## src/smna_pkg.sv

```systemverilog
// Shared types and constants for the scalar mod-n ALU.
package smna_pkg;

  localparam int unsigned WordW = 64;
  localparam int unsigned NumW  = 256;

  localparam logic [NumW-1:0] OrderN =
    256'hFFFFFFFFFFFFFFFFFFFFFFFFFFFFFFFEBAAEDCE6AF48A03BBFD25E8CD0364141;
  localparam logic [NumW-1:0] OrderNm2 =
    256'hFFFFFFFFFFFFFFFFFFFFFFFFFFFFFFFEBAAEDCE6AF48A03BBFD25E8CD036413F;

  typedef enum logic [1:0] {
    OpAdd = 2'd0,
    OpSub = 2'd1,
    OpMul = 2'd2,
    OpDiv = 2'd3
  } op_e;

  typedef struct packed {
    op_e             op;
    logic [NumW-1:0] a;
    logic [NumW-1:0] b;
  } job_t;

  typedef struct packed {
    logic [NumW-1:0] c;
    logic            no_inv;
  } res_t;

  function automatic logic [NumW-1:0] reduce_once(input logic [NumW-1:0] x);
    reduce_once = (x >= OrderN) ? x - OrderN : x;
  endfunction

endpackage

```

## src/smna_front.sv

```systemverilog
// Front end: gathers operand words, reduces operands and hands off a job.
module smna_front (
  input  logic                     clk_i,
  input  logic                     rst_ni,
  input  logic                     push,
  output logic                     full,
  input  logic [1:0]               func_i,
  input  logic [smna_pkg::WordW-1:0] a_word_i,
  input  logic [smna_pkg::WordW-1:0] b_word_i,
  input  logic                     last_word_i,
  output logic                     job_valid_o,
  input  logic                     job_ready_i,
  output smna_pkg::job_t           job_o
);

  logic [3:0][smna_pkg::WordW-1:0] a_store_q, b_store_q;
  logic [1:0]                      idx_q;
  logic                            pend_q;
  smna_pkg::op_e                   op_q;
  logic                            acc;

  assign full        = pend_q;
  assign acc         = push && !pend_q;
  assign job_valid_o = pend_q;
  assign job_o.op    = op_q;
  assign job_o.a     = smna_pkg::reduce_once(a_store_q);
  assign job_o.b     = smna_pkg::reduce_once(b_store_q);

  always_ff @(posedge clk_i) begin
    if (acc) begin
      a_store_q[idx_q] <= a_word_i;
      b_store_q[idx_q] <= b_word_i;
    end
  end

  always_ff @(posedge clk_i or negedge rst_ni) begin
    if (!rst_ni) begin
      idx_q  <= '0;
      pend_q <= 1'b0;
      op_q   <= smna_pkg::OpAdd;
    end else begin
      if (pend_q && job_ready_i) pend_q <= 1'b0;
      if (acc) begin
        op_q <= smna_pkg::op_e'(func_i);
        if (last_word_i) begin
          idx_q  <= '0;
          pend_q <= 1'b1;
        end else begin
          idx_q <= idx_q + 2'd1;
        end
      end
    end
  end

endmodule

```

## config.mk

```make
export PLATFORM = sky130hd
export DESIGN_NAME = smna_front
export DESIGN_NICKNAME = d
export VERILOG_FILES = /design/src/smna_pkg.sv /design/src/smna_front.sv
export SDC_FILE = /design/constraint.sdc
export NUM_CORES = 1
export LEC_CHECK = 0
export ABC_CLOCK_PERIOD_IN_PS = 5450
export BUFFER_PORTS_ARGS = -buffer_cell sky130_fd_sc_hd__buf_2
export CAP_MARGIN = 30
export CELL_PAD_IN_SITES_DETAIL_PLACEMENT = 0
export CELL_PAD_IN_SITES_GLOBAL_PLACEMENT = 1
export CORE_AREA = 2 2 213 319
export CTS_BUF_LIST = sky130_fd_sc_hd__clkbuf_2 sky130_fd_sc_hd__clkbuf_4 sky130_fd_sc_hd__clkbuf_8
export DETAILED_ROUTE_END_ITERATION = 8
export DIE_AREA = 0 0 215 321
export GPL_TIMING_DRIVEN = 0
export PLACE_DENSITY = 0.86
export SLEW_MARGIN = 20
export SYNTH_ARGS = -nofsm -noshare
export SYNTH_HDL_FRONTEND = slang
export SYNTH_SLANG_ARGS = --single-unit
```

## constraint.sdc

```tcl
create_clock -name clk_i -period 5.45 [get_ports clk_i]
set_input_delay 0.2725 -clock clk_i [delete_from_list [all_inputs] [get_ports clk_i]]
set_output_delay 0.2725 -clock clk_i [all_outputs]
set_load 0.005 [all_outputs]
```

==> out/qor.yml <==
global_routing:
  grt_pass1_wl_mm: 216.4
  use_met2_pct: 78.12
  grt_max_degree: 57
  grt_pass1_vias: 28430
  antenna_found_initial: 19
  use_met3_pct: 11.25
  overflow: 0
  track_usage_pct: 45.31
  busiest_layer: "met2"
  met1_usage_pct: 44.10
floorplan:
  die_area_um2: 69020
  die_w_um: 215
  dieHeight_um: 321
  initial_core_util_pct: 43.43
  core_um2: 66470
  boundaryPins: 651
  rows: 116
worst_hold_path:
  hp-start: "push"
  hp-class: "in2reg"
detailed_routing:
  routed_wl_mm: 160.7
  postRouteAntennaNets: 0
  drt_pass1_iterations: 6
  via_count: 28520
  vias_per_cell: 6.285
  route.detailed.drc: 0
  drt_iter0_markers: 3072
  wl_per_cell_um: 35.41
critical_path:
  crit_end: "job_o[184]"
  r2r_slack_ns: 3.13
  timing.rr.end: "b_store_q[111]"
  worstReg2RegStart: "full"
  cp_max_fo: 10
  critPathCaptureType: "primary output"
  worstPathCellList: "or4_1, o311ai_0, a211oi_2, o21ai_2, o21ai_4, a21oi_1, o22ai_1, o31ai_4, buf_12, clkbuf_2, and2_1, buf_2"
  critPathLaunch: "b_store_q[13]"
  critPathArrivalTime_ns: 5.21
  worst_path_max_delay_cell: "or4_1"
  cp-start-kind: "flop"
  rr_worst_depth: 4
  cp_num_buf_inv: 3
  cpLargestDelayFamily: "compound AO/OA/AOI/OAI gates"
  crit_type: "reg2out"
  worstSetupPathDepth: 12
  crit_required_ns: 5.18
  cp_slowest_stage_delay_ns: 0.70
status:
  violations: "negative setup slack"
  status: "finished with violations"
synthesis:
  synth_warnings: 0
  syn-cell-area_um2: 28870
  ys.flop_type: "edfxtp_1"
  syn-num-nets: 2818
  synth_cell_types: 108
  syn_inst: 2675
  ys_ff_latch: 517
  syn_avg_cell_area_um2: 10.79
  yosysSeqAreaShare_pct: 53.69
  async_flop_share_pct: 0.9671
  synth_edf_count: 512
timing:
  setup_viol_count_final: 13
  finalHoldViolCount: 0
  setup_ws_ns: -0.03293
  slew-limit-headroom_pct: 27.16
  fin_crit_ns: 5.483
  rsz0062_at_grt: "yes"
  fmax_ghz: 0.1824
  timing.final.max_slew_violations: 0
  finClkSkew_ns: 0.05096
  worst_pin_slew_ns: 1.083
  timing.final.crit_share_pct: 100.6
finish:
  final_core_util_pct: 56.43
  instances_no_fill: 4537
  final_nets: 3721
  syn_to_final_growth_pct: 29.93
  drive_gt1_share_pct: 27.92
pwr:
  p_leak_uw: 0.01386
  p_per_area_nw_per_um2: 281.6
  vdd_drop_max_mv: 0.2176
place:
  place_congestion: 1.047
  io_buffers: 650
  hpwlAfterDp_mm: 127.7
  placed_cells: 4228
clock_network:
  cts.reportedPaths.clkPinSlew_ns: 0.08
  cts_made_buffers: 83
  cts_tree: "yes"
  cts-root-buf: "clkbuf_8"
  cts.htree.levels: 3
  clock_sinks: 517
  clock_latency_ns: 0.80
  cts.path.max_buffers: 3
job:
  drv_cap: 0
[how the worst min path moves through the flow]
stage,endpoint,slack [ns],depth (start not counted)
after floorplan,full,-0.02,0
after global placement,full,0.10,1
after detailed placement,full,0.10,1
after CTS,idx_q[0],0.17,5
after global routing,idx_q[0],0.22,5
final,idx_q[0],0.17,5
[state kept, by name, summed over array words and instances, names as in the netlist]
signal,cells
full,1
b_store_q,256
a_store_q,256
op_q,2
idx_q,2
[per-layer routing]
metal | up-vias | wire (um)
li1 | 11910 | -
met4 | 20 | 18480
met1 | 13740 | 49300
met2 | 2151 | 77820
met5 | - | 163
met3 | 697 | 14900
[area by class of cell]
type                            instances  area (um2)
Buffer                                107       623.1
Clock buffer                           97        1247
Inverter                               43       161.4
Clock inverter                         52       651.9
Multi-Input combinational cell       2000       13090
Sequential cell                       517       15500
Tap cell                              885        1107
Fill cell                            5990       28960
Timing Repair Buffer                  826        5105
Antenna cell                           10       25.02
[through the flow]
step	setup WS, ns	TNS, ns	hold WS, ns	power (uW)	instance area [um2]
after floorplan	1.189	0	-0.02309	5617	28870
after global placement	-1.346	-432.49	0.1015	6508	33230
after detailed placement	-0.5926	-6.892	0.1019	6474	33530
after CTS	0.003106	0	0.1690	10460	37240
after global routing	0.004422	0	0.2155	10770	37490
final	-0.03293	-0.1482	0.1681	10560	37510
[synth_stat cells (68+ instances only)]
library cell  number  share of area, %
nor2b_1          149               3.2
o21ai_0           97               1.7
nor3_1            78               1.4
nand3_1           80               1.4
nor4_1            68               1.5
and2_1           149               3.2
nor2_1           200               2.6
a21oi_1          121               2.1
edfxtp_1         512                53
nand4_1          159               3.4
nand2_1          193               2.5
xor2_1           138               4.2
xnor2_1          116               3.5
[kinds of logic after synthesis]
kind of cell | count (synthesis) | share of synthesized area [%]
compound gates | 476 | 11.32
xor+xnor | 254 | 7.705
fa+ha+maj | 8 | 0.3467
buf+inv | 158 | 2.683
flops | 517 | 53.69
mux | 3 | 0.1127
simple gates | 1259 | 24.14
[power breakdown]
part           internal, uW  switching (uW)  total [uW]
Sequential             4680             313        5000
Clock                  2180            1800        3980
Combinational           551            1040        1590
[layout by cell type (no fill, tap or decap), types with 88 or more instances in the layout]
cell and count:
edfxtp_1 512, a21oi_1 118, nor2b_1 146, nand4_1 159, o21ai_0 93, nor2_1 198, xor2_1 132, and2_1 145
xnor2_1 99, dlygate4sd3_1 135, clkbuf_8 88, buf_2 681, nand2_1 193
[tightest hold or removal path: cells and delay by family]
kind / cells / cell delay (ns)
AOI/OAI and AO/OA: 1 / 0.07
buffers and inverters: 2 / 0.31
and+or+nand+nor: 2 / 0.21
[repair_timing]
| action | CTS | global route |
|---|---|---|
| setup endpoints to repair | 436 | 237 |
| resized for setup | 66 | 36 |
| pin swaps | 8 | 8 |
| hold buffers | 135 | 0 |
| buffers inserted | 13 | 9 |
| hold endpoints to repair | 522 | 0 |
(Power assumes the default switching activity.)
