--- config.mk ---
export PLATFORM = sky130hd
export DESIGN_NAME = smna_out
export DESIGN_NICKNAME = d
export VERILOG_FILES = /design/src/smna_pkg.sv /design/src/smna_out.sv
export SDC_FILE = /design/constraint.sdc
export NUM_CORES = 1
export LEC_CHECK = 0
export BUFFER_PORTS_ARGS = -buffer_cell sky130_fd_sc_hd__clkbuf_2
export CORE_MARGIN = 5
export CORE_UTILIZATION = 47
export DETAILED_ROUTE_END_ITERATION = 8
export GPL_TIMING_DRIVEN = 0
export PLACE_DENSITY = 0.68
export SLEW_MARGIN = 5
export SYNTH_ARGS = -nofsm -noshare
export SYNTH_HDL_FRONTEND = slang
export SYNTH_SLANG_ARGS = --single-unit
--- constraint.sdc ---
create_clock -name clk_i -period 3.1 [get_ports clk_i]
set_input_delay 0.31 -clock clk_i [delete_from_list [all_inputs] [get_ports clk_i]]
set_output_delay 0.31 -clock clk_i [all_outputs]
set_load 0.01 [all_outputs]
--- src/smna_pkg.sv ---
// Shared types and constants for the scalar mod-n ALU.
package smna_pkg;

  localparam int unsigned WordW = 64;
  localparam int unsigned NumW  = 256;

  localparam logic [NumW-1:0] OrderN =
    256'hFFFFFFFFFFFFFFFFFFFFFFFFFFFFFFFEBAAEDCE6AF48A03BBFD25E8CD0364141;
  localparam logic [NumW-1:0] OrderNm2 =
    256'hFFFFFFFFFFFFFFFFFFFFFFFFFFFFFFFEBAAEDCE6AF48A03BBFD25E8CD036413F;

  typedef enum logic [1:0] {
    OpAdd = 2'd0,
    OpSub = 2'd1,
    OpMul = 2'd2,
    OpDiv = 2'd3
  } op_e;

  typedef struct packed {
    op_e             op;
    logic [NumW-1:0] a;
    logic [NumW-1:0] b;
  } job_t;

  typedef struct packed {
    logic [NumW-1:0] c;
    logic            no_inv;
  } res_t;

  function automatic logic [NumW-1:0] reduce_once(input logic [NumW-1:0] x);
    reduce_once = (x >= OrderN) ? x - OrderN : x;
  endfunction

endpackage

--- src/smna_out.sv ---
// Output stage: serializes a 256-bit result into four words.
module smna_out (
  input  logic                       clk_i,
  input  logic                       rst_ni,
  input  logic                       res_valid_i,
  output logic                       res_ready_o,
  input  smna_pkg::res_t             res_i,
  output logic                       empty,
  input  logic                       pop,
  output logic [smna_pkg::WordW-1:0] result_word_o,
  output logic                       last_result_o,
  output logic                       no_inverse_o
);

  logic [smna_pkg::NumW-1:0] c_q;
  logic                      flag_q, busy_q;
  logic [1:0]                k_q;

  assign res_ready_o   = !busy_q;
  assign empty         = !busy_q;
  assign result_word_o = c_q[k_q*smna_pkg::WordW +: smna_pkg::WordW];
  assign last_result_o = (k_q == 2'd3);
  assign no_inverse_o  = flag_q;

  always_ff @(posedge clk_i or negedge rst_ni) begin
    if (!rst_ni) begin
      busy_q <= 1'b0;
      k_q    <= '0;
      flag_q <= 1'b0;
      c_q    <= '0;
    end else if (!busy_q) begin
      if (res_valid_i) begin
        busy_q <= 1'b1;
        k_q    <= '0;
        c_q    <= res_i.c;
        flag_q <= res_i.no_inv;
      end
    end else if (pop) begin
      k_q <= k_q + 2'd1;
      if (k_q == 2'd3) busy_q <= 1'b0;
    end
  end

endmodule

==> impl_metrics.yaml, run 1 <==
outcome:
  status: "finished clean"
pwr:
  p_seq_share_pct: 35.1
  ir_worst_vdd_mv: 0.566
  switching_power_mw: 5.31
  pwr-share-comb_pct: 45.7
  internal-power_mw: 12.1
  pwr-share-clk_pct: 19.2
  p_per_area_nw_per_um2: 1010
  p_leak_nw: 8.11
  swShare_pct: 30.5
worst_setup_path:
  rr_startpoint: "busy_q$_DFF_PN0_"
  ff2ff_path_depth: 5
  worstPathArrival_ns: 2.55
  path_class: "reg -> out"
  rr_endpoint: "c_q[205]$_DFFE_PN0P_"
  crit_fanout: 10
  r2r_slack_ns: 1.46
  end_kind: "output port"
  cp-start-kind: "flip-flop"
  cp.required_ns: 2.79
clock_network:
  cts_max_path_buffers: 3
  h-tree-depth: 1
  cts_tree: "built"
  numCtsBuffers: 28
  clk_latency_ns: 0.53
  cts_root_buf: "clkbuf_16"
  cts_sinks: 260
  path_clk_slew_ns: 0.06
  ctsHoldBuffers: 170
  cts_resized: 0
  cts_setup_buffers: 0
logic_synthesis:
  ys_types: 17
  synth_top_cell_by_area: "dfrtp_1"
  synth_commonest_cells: "dfrtp_1, mux2_4, mux4_2, mux2_2, buf_12"
  yosysSeqAreaShare_pct: 52.6
  syn_nets: 898
  yosys_most_used_dff: "dfrtp_1"
  synth-seq-cells: 260
  netlist.area_leader.share_pct: 52.6
  netlist_instances: 636
  yosys_warnings: 0
  synthesis.area_um2: 12400
  synthArstFlopShare_pct: 100
  ys_top_cells_by_area: "dfrtp_1, mux2_4, mux4_2"
  yosysMostFrequentCell: "dfrtp_1"
  avgSynthCellArea_um2: 19.4
  synth-edff-count: 0
floorplanning:
  fp.dieArea_um2: 29700
  ios: 329
  die_width_um: 172
  floorplan.initialDensity_pct: 47.6
  die_y_um: 172
  coreArea_um2: 26000
  rows: 59
sta:
  slew_headroom_pct: 34.2
  hold_slack_ns: 0.0193
  fmax_ghz: 0.349
  setup_violations: 0
  finalCriticalPeriod_ns: 2.86
  rsz0062_at_grt: "no"
  worst_slew_pin_slew_ns: 0.988
  final.period_utilization_pct: 92.3
  fin_skew_ns: 0.0114
  hold_viol: 0
  fin_ws_ns: 0.239
  slew_violations: 0
placed_design:
  detailed_place_hpwl_um: 22500
  gp_routability_congestion: 0.771
  dp_slack_ns: 0.776
  io_buffers: 328
global_route:
  grtUsageTotal_pct: 22.5
  grt_max_degree: 100
  antenna_found_initial: 1
  grt_pass1_vias: 8991
  grt_first_pass_wirelength_um: 51400
  overflow: 0
hold_path:
  hp-class: "in -> reg"
  hold_end: "c_q[125]$_DFFE_PN0P_"
  min-delay-start: "res_i[126]"
  hold_path_depth: 2
flow_run:
  max_cap_violations: 0
finish:
  syn2layout_area_growth_pct: 38.9
  final_nets: 1433
  n_antenna_cell: 0
  fillers: 1790
  drive_gt1_share_pct: 61.8
drt:
  drc: 0
  viasPerCell: 5.13
  first_pass_iters: 4
  num_vias: 7826
  totalWireLength_um: 33900
  postRouteAntennaNets: 0
  wire_per_inst_um: 22.2
  drtIter0Drc: 386
## critical path, stage by stage, from the launching register on
cell,delay [ns]
dfrtp_1,0.36
buf_2,0.29
clkbuf_1,0.78
mux4_2,0.42
clkbuf_2,0.16
## layout make-up
cell class | count | area (um^2) | share of cell area [%]
sequential | 260 | 6510 | 37.9
multi-input combinational | 330 | 5260 | 30.6
timing repair buffer | 505 | 3460 | 20.1
clock buffer | 48 | 917 | 5.34
buffer | 44 | 593 | 3.45
tap | 335 | 419 | 2.44
clock inverter | 3 | 15.0 | 0.0874
inverter | 2 | 7.51 | 0.0437
## flip-flops by register name, summed over array words and instances, names as in the netlist
register      cells
c_q             256
k_q               2
busy_q            1
no_inverse_o      1
## stage by stage
step | power, mW | std cells | util (%) | cell area, um^2 | setup TNS, ns
3_5_place_dp | 13.9 | 1301 | 55.8 | 14500 | 0
2_1_floorplan | 11.5 | 636 | - | 12400 | 0
4_1_cts | 17.5 | 1522 | 65.9 | 17100 | 0
5_1_grt | 18.3 | 1527 | 66.1 | 17200 | 0
6_report | 17.4 | 1527 | 66.1 | 17200 | 0
3_3_place_gp | 13.7 | 1299 | 55.5 | 14400 | -997.15
## layer usage
layer  GRT usage (%)  up-vias  wire [um]  part of all wire, %
met1            28.9     4040      14000                   41
met2            38.2      278      16700                   49
met5               0        -         11                0.032
met3            5.53       61       2240                  6.6
met4            6.22        2        958                  2.8
li1                -     3445          -                    -
## power groups by stage
stage / Combinational (mW) / Clock (mW) / Sequential [mW]
CTS: 8.01 / 3.40 / 6.10
global route: 8.42 / 3.57 / 6.31
finish: 7.95 / 3.34 / 6.11
global placement: 7.67 / 0 / 6.07
detailed placement: 7.79 / 0 / 6.12
floorplan: 5.78 / 0 / 5.77
## worst max path at each step
stage	startpoint	to	slack [ns]	depth (start not counted)
2_1_floorplan	k_q[0]$_DFFE_PN0P_	result_word_o[0]	1.47	3
3_3_place_gp	rst_ni	c_q[173]$_DFFE_PN0P_	-3.87	1
3_5_place_dp	k_q[1]$_DFFE_PN0P_	result_word_o[28]	0.78	4
4_1_cts	k_q[1]$_DFFE_PN0P_	result_word_o[28]	0.20	4
5_1_grt	k_q[1]$_DFFE_PN0P_	result_word_o[28]	0.15	4
6_report	k_q[1]$_DFFE_PN0P_	result_word_o[28]	0.24	4
## cells in the final DEF, fill, tap and decap left out, types with 3 or more instances in the layout
cell,count
dlygate4sd3_1,175
clkbuf_16,29
clkbuf_2,327
mux2_2,28
buf_12,22
clkbuf_1,10
buf_4,6
dfrtp_1,260
clkbuf_8,13
buf_6,5
clkinv_2,3
buf_2,8
mux4_2,64
mux2_4,230
## kinds of logic after synthesis
logic type               synth area share [%]
multiplexers                             42.1
AND/OR/NAND/NOR                         0.121
flip-flops                               52.6
AO/OA/AOI/OAI                           0.172
buffers and inverters                    4.86
adder cells (fa/ha/maj)                 0.101
Power figures use the tool's default switching activity.
==> run 2: changes to the inputs <==
--- a/config.mk
+++ b/config.mk
@@ -6,7 +6,7 @@
 export NUM_CORES = 1
 export LEC_CHECK = 0
 export BUFFER_PORTS_ARGS = -buffer_cell sky130_fd_sc_hd__clkbuf_2
-export CORE_MARGIN = 5
+export CORE_MARGIN = 8
 export CORE_UTILIZATION = 47
 export DETAILED_ROUTE_END_ITERATION = 8
 export GPL_TIMING_DRIVEN = 0
==> run 2 against run 1 <==
Compared with the run above: highest routed layer is now met4; die area is 7.1% higher; flip-flop and latch count stayed put; sequential share of layout area is 1.4 points lower; via count is 4.5% higher; non-clock buffer count is 60 higher; clock power is 6.6% higher.
==> impl_metrics.yaml, run 2 (same netlist as run 1, synthesis figures left out) <==
global_route:
  antenna_found_initial: 1
  overflow: 0
  grt_first_pass_wirelength_um: 56300
  grt_pass1_vias: 9592
  grtUsageTotal_pct: 23.1
  grt_max_degree: 100
placed_design:
  io_buffers: 328
  dp_slack_ns: 0.781
  gp_routability_congestion: 0.759
  dp_cells: 1301
  detailed_place_hpwl_um: 23300
  placed_area_um2: 14500
sta:
  slew_headroom_pct: 34.3
  setup_violations: 0
  worst_slew_pin_slew_ns: 0.986
  rsz0062_at_grt: "no"
  fmax_ghz: 0.348
  hold_viol: 0
  fin_skew_ns: 0.0167
  hold_slack_ns: 0.0205
  finalCriticalPeriod_ns: 2.88
  final.period_utilization_pct: 92.8
  slew_violations: 0
  fin_ws_ns: 0.224
drt:
  num_vias: 8182
  drtIter0Drc: 363
  drc: 0
  postRouteAntennaNets: 0
  first_pass_iters: 4
  viasPerCell: 5.15
  wire_per_inst_um: 23.2
  totalWireLength_um: 36900
worst_setup_path:
  cp_slowest_cell: "clkbuf_1"
  crit_fanout: 10
  rr_endpoint: "c_q[206]$_DFFE_PN0P_"
  rr_startpoint: "busy_q$_DFF_PN0_"
  cp_top_family: "buffers and inverters"
  ff2ff_path_depth: 5
  cp.required_ns: 2.79
  crit_buf_inv: 3
  cp-start-kind: "flip-flop"
  path_class: "reg -> out"
  r2r_slack_ns: 1.47
  crit_path_max_incr_delay_ns: 0.76
  crit_chain: "buf_2, clkbuf_1, mux4_2, clkbuf_2"
  worstPathArrival_ns: 2.57
  end_kind: "output port"
floorplanning:
  rows: 59
  die_y_um: 178
  die_width_um: 178
  fp.dieArea_um2: 31800
  coreArea_um2: 26000
  ios: 329
  floorplan.initialDensity_pct: 47.6
pwr:
  finalPower_mw: 17.8
  ir_worst_vdd_mv: 0.679
  p_leak_nw: 8.39
  p_per_area_nw_per_um2: 997
clock_network:
  cts_tree: "built"
  h-tree-depth: 1
  cts_resized: 0
  path_clk_slew_ns: 0.06
  clk_latency_ns: 0.55
  cts_setup_buffers: 0
  cts_root_buf: "clkbuf_16"
  cts_sinks: 260
  cts_max_path_buffers: 3
  ctsHoldBuffers: 233
  numCtsBuffers: 30
hold_path:
  hp-class: "in -> reg"
  min-delay-start: "res_i[105]"
  hold_path_depth: 2
  hold_end: "c_q[104]$_DFFE_PN0P_"
finish:
  top_register: "c_q"
  final_nets: 1495
  drive_gt1_share_pct: 58.7
  finalNonFillerCells: 1590
  syn2layout_area_growth_pct: 44.2
  finish.instance_area_um2: 17800
  final_common_cell: "clkbuf_2"
  largest_reg_flops: 256
  top_regs: "c_q: 256 flops, k_q: 2 flops"
  final_cell_mix: "clkbuf_2, dfrtp_1, dlygate4sd3_1"
flow_run:
  max_cap_violations: 0
outcome:
  status: "finished clean"
[run 2: cell types whose count changed in the layout (fill, tap and decap cells not counted)]
cell           delta
clkbuf_8          -8
bufinv_16         +3
diode_2           +2
clkbuf_1          +2
inv_8             +1
dlygate4sd3_1    +60
clkbuf_16         +2
clkinv_2          +1
[run 2: how the worst max path moves through the flow]
stage / endpoint / startpoint / slack, ns / cells after the start
global placement: c_q[111]$_DFFE_PN0P_ / rst_ni / -3.83 / 1
floorplan: result_word_o[0] / k_q[0]$_DFFE_PN0P_ / 1.47 / 3
CTS: result_word_o[46] / k_q[1]$_DFFE_PN0P_ / 0.18 / 4
global route: result_word_o[46] / k_q[1]$_DFFE_PN0P_ / 0.11 / 4
finish: result_word_o[46] / k_q[1]$_DFFE_PN0P_ / 0.22 / 4
detailed placement: result_word_o[46] / k_q[1]$_DFFE_PN0P_ / 0.78 / 4
[run 2: area by class of cell]
type / instances / area (um^2)
fill: 1695 / 8150
sequential: 260 / 6510
multi-input combinational: 330 / 5260
timing repair buffer: 565 / 4060
clock buffer: 44 / 865
buffer: 44 / 593
tap: 335 / 419
clock inverter: 8 / 121
inverter: 2 / 7.51
antenna: 2 / 5.00
[run 2: power breakdown]
| group | total, mW | internal (mW) | switching, mW |
|---|---|---|---|
| clock | 3.56 | 2.17 | 1.39 |
| sequential | 6.14 | 5.14 | 1.00 |
| combinational | 8.07 | 5.01 | 3.06 |
[run 2: through the flow]
step	TNS, ns	utilization (%)
after global routing	0	68.6
after floorplan	0	-
after global placement	-990.22	55.5
after detailed placement	0	55.8
final	0	68.6
after CTS	0	68.5
[run 2: routing by layer]
layer / vias to the layer above / GRT usage (%) / wire [um]
li1: 3571 / - / -
met1: 4207 / 28.0 / 14600
met2: 325 / 39.6 / 18300
met3: 79 / 5.88 / 2730
met4: 0 / 7.82 / 1260
met5: - / 0 / 0
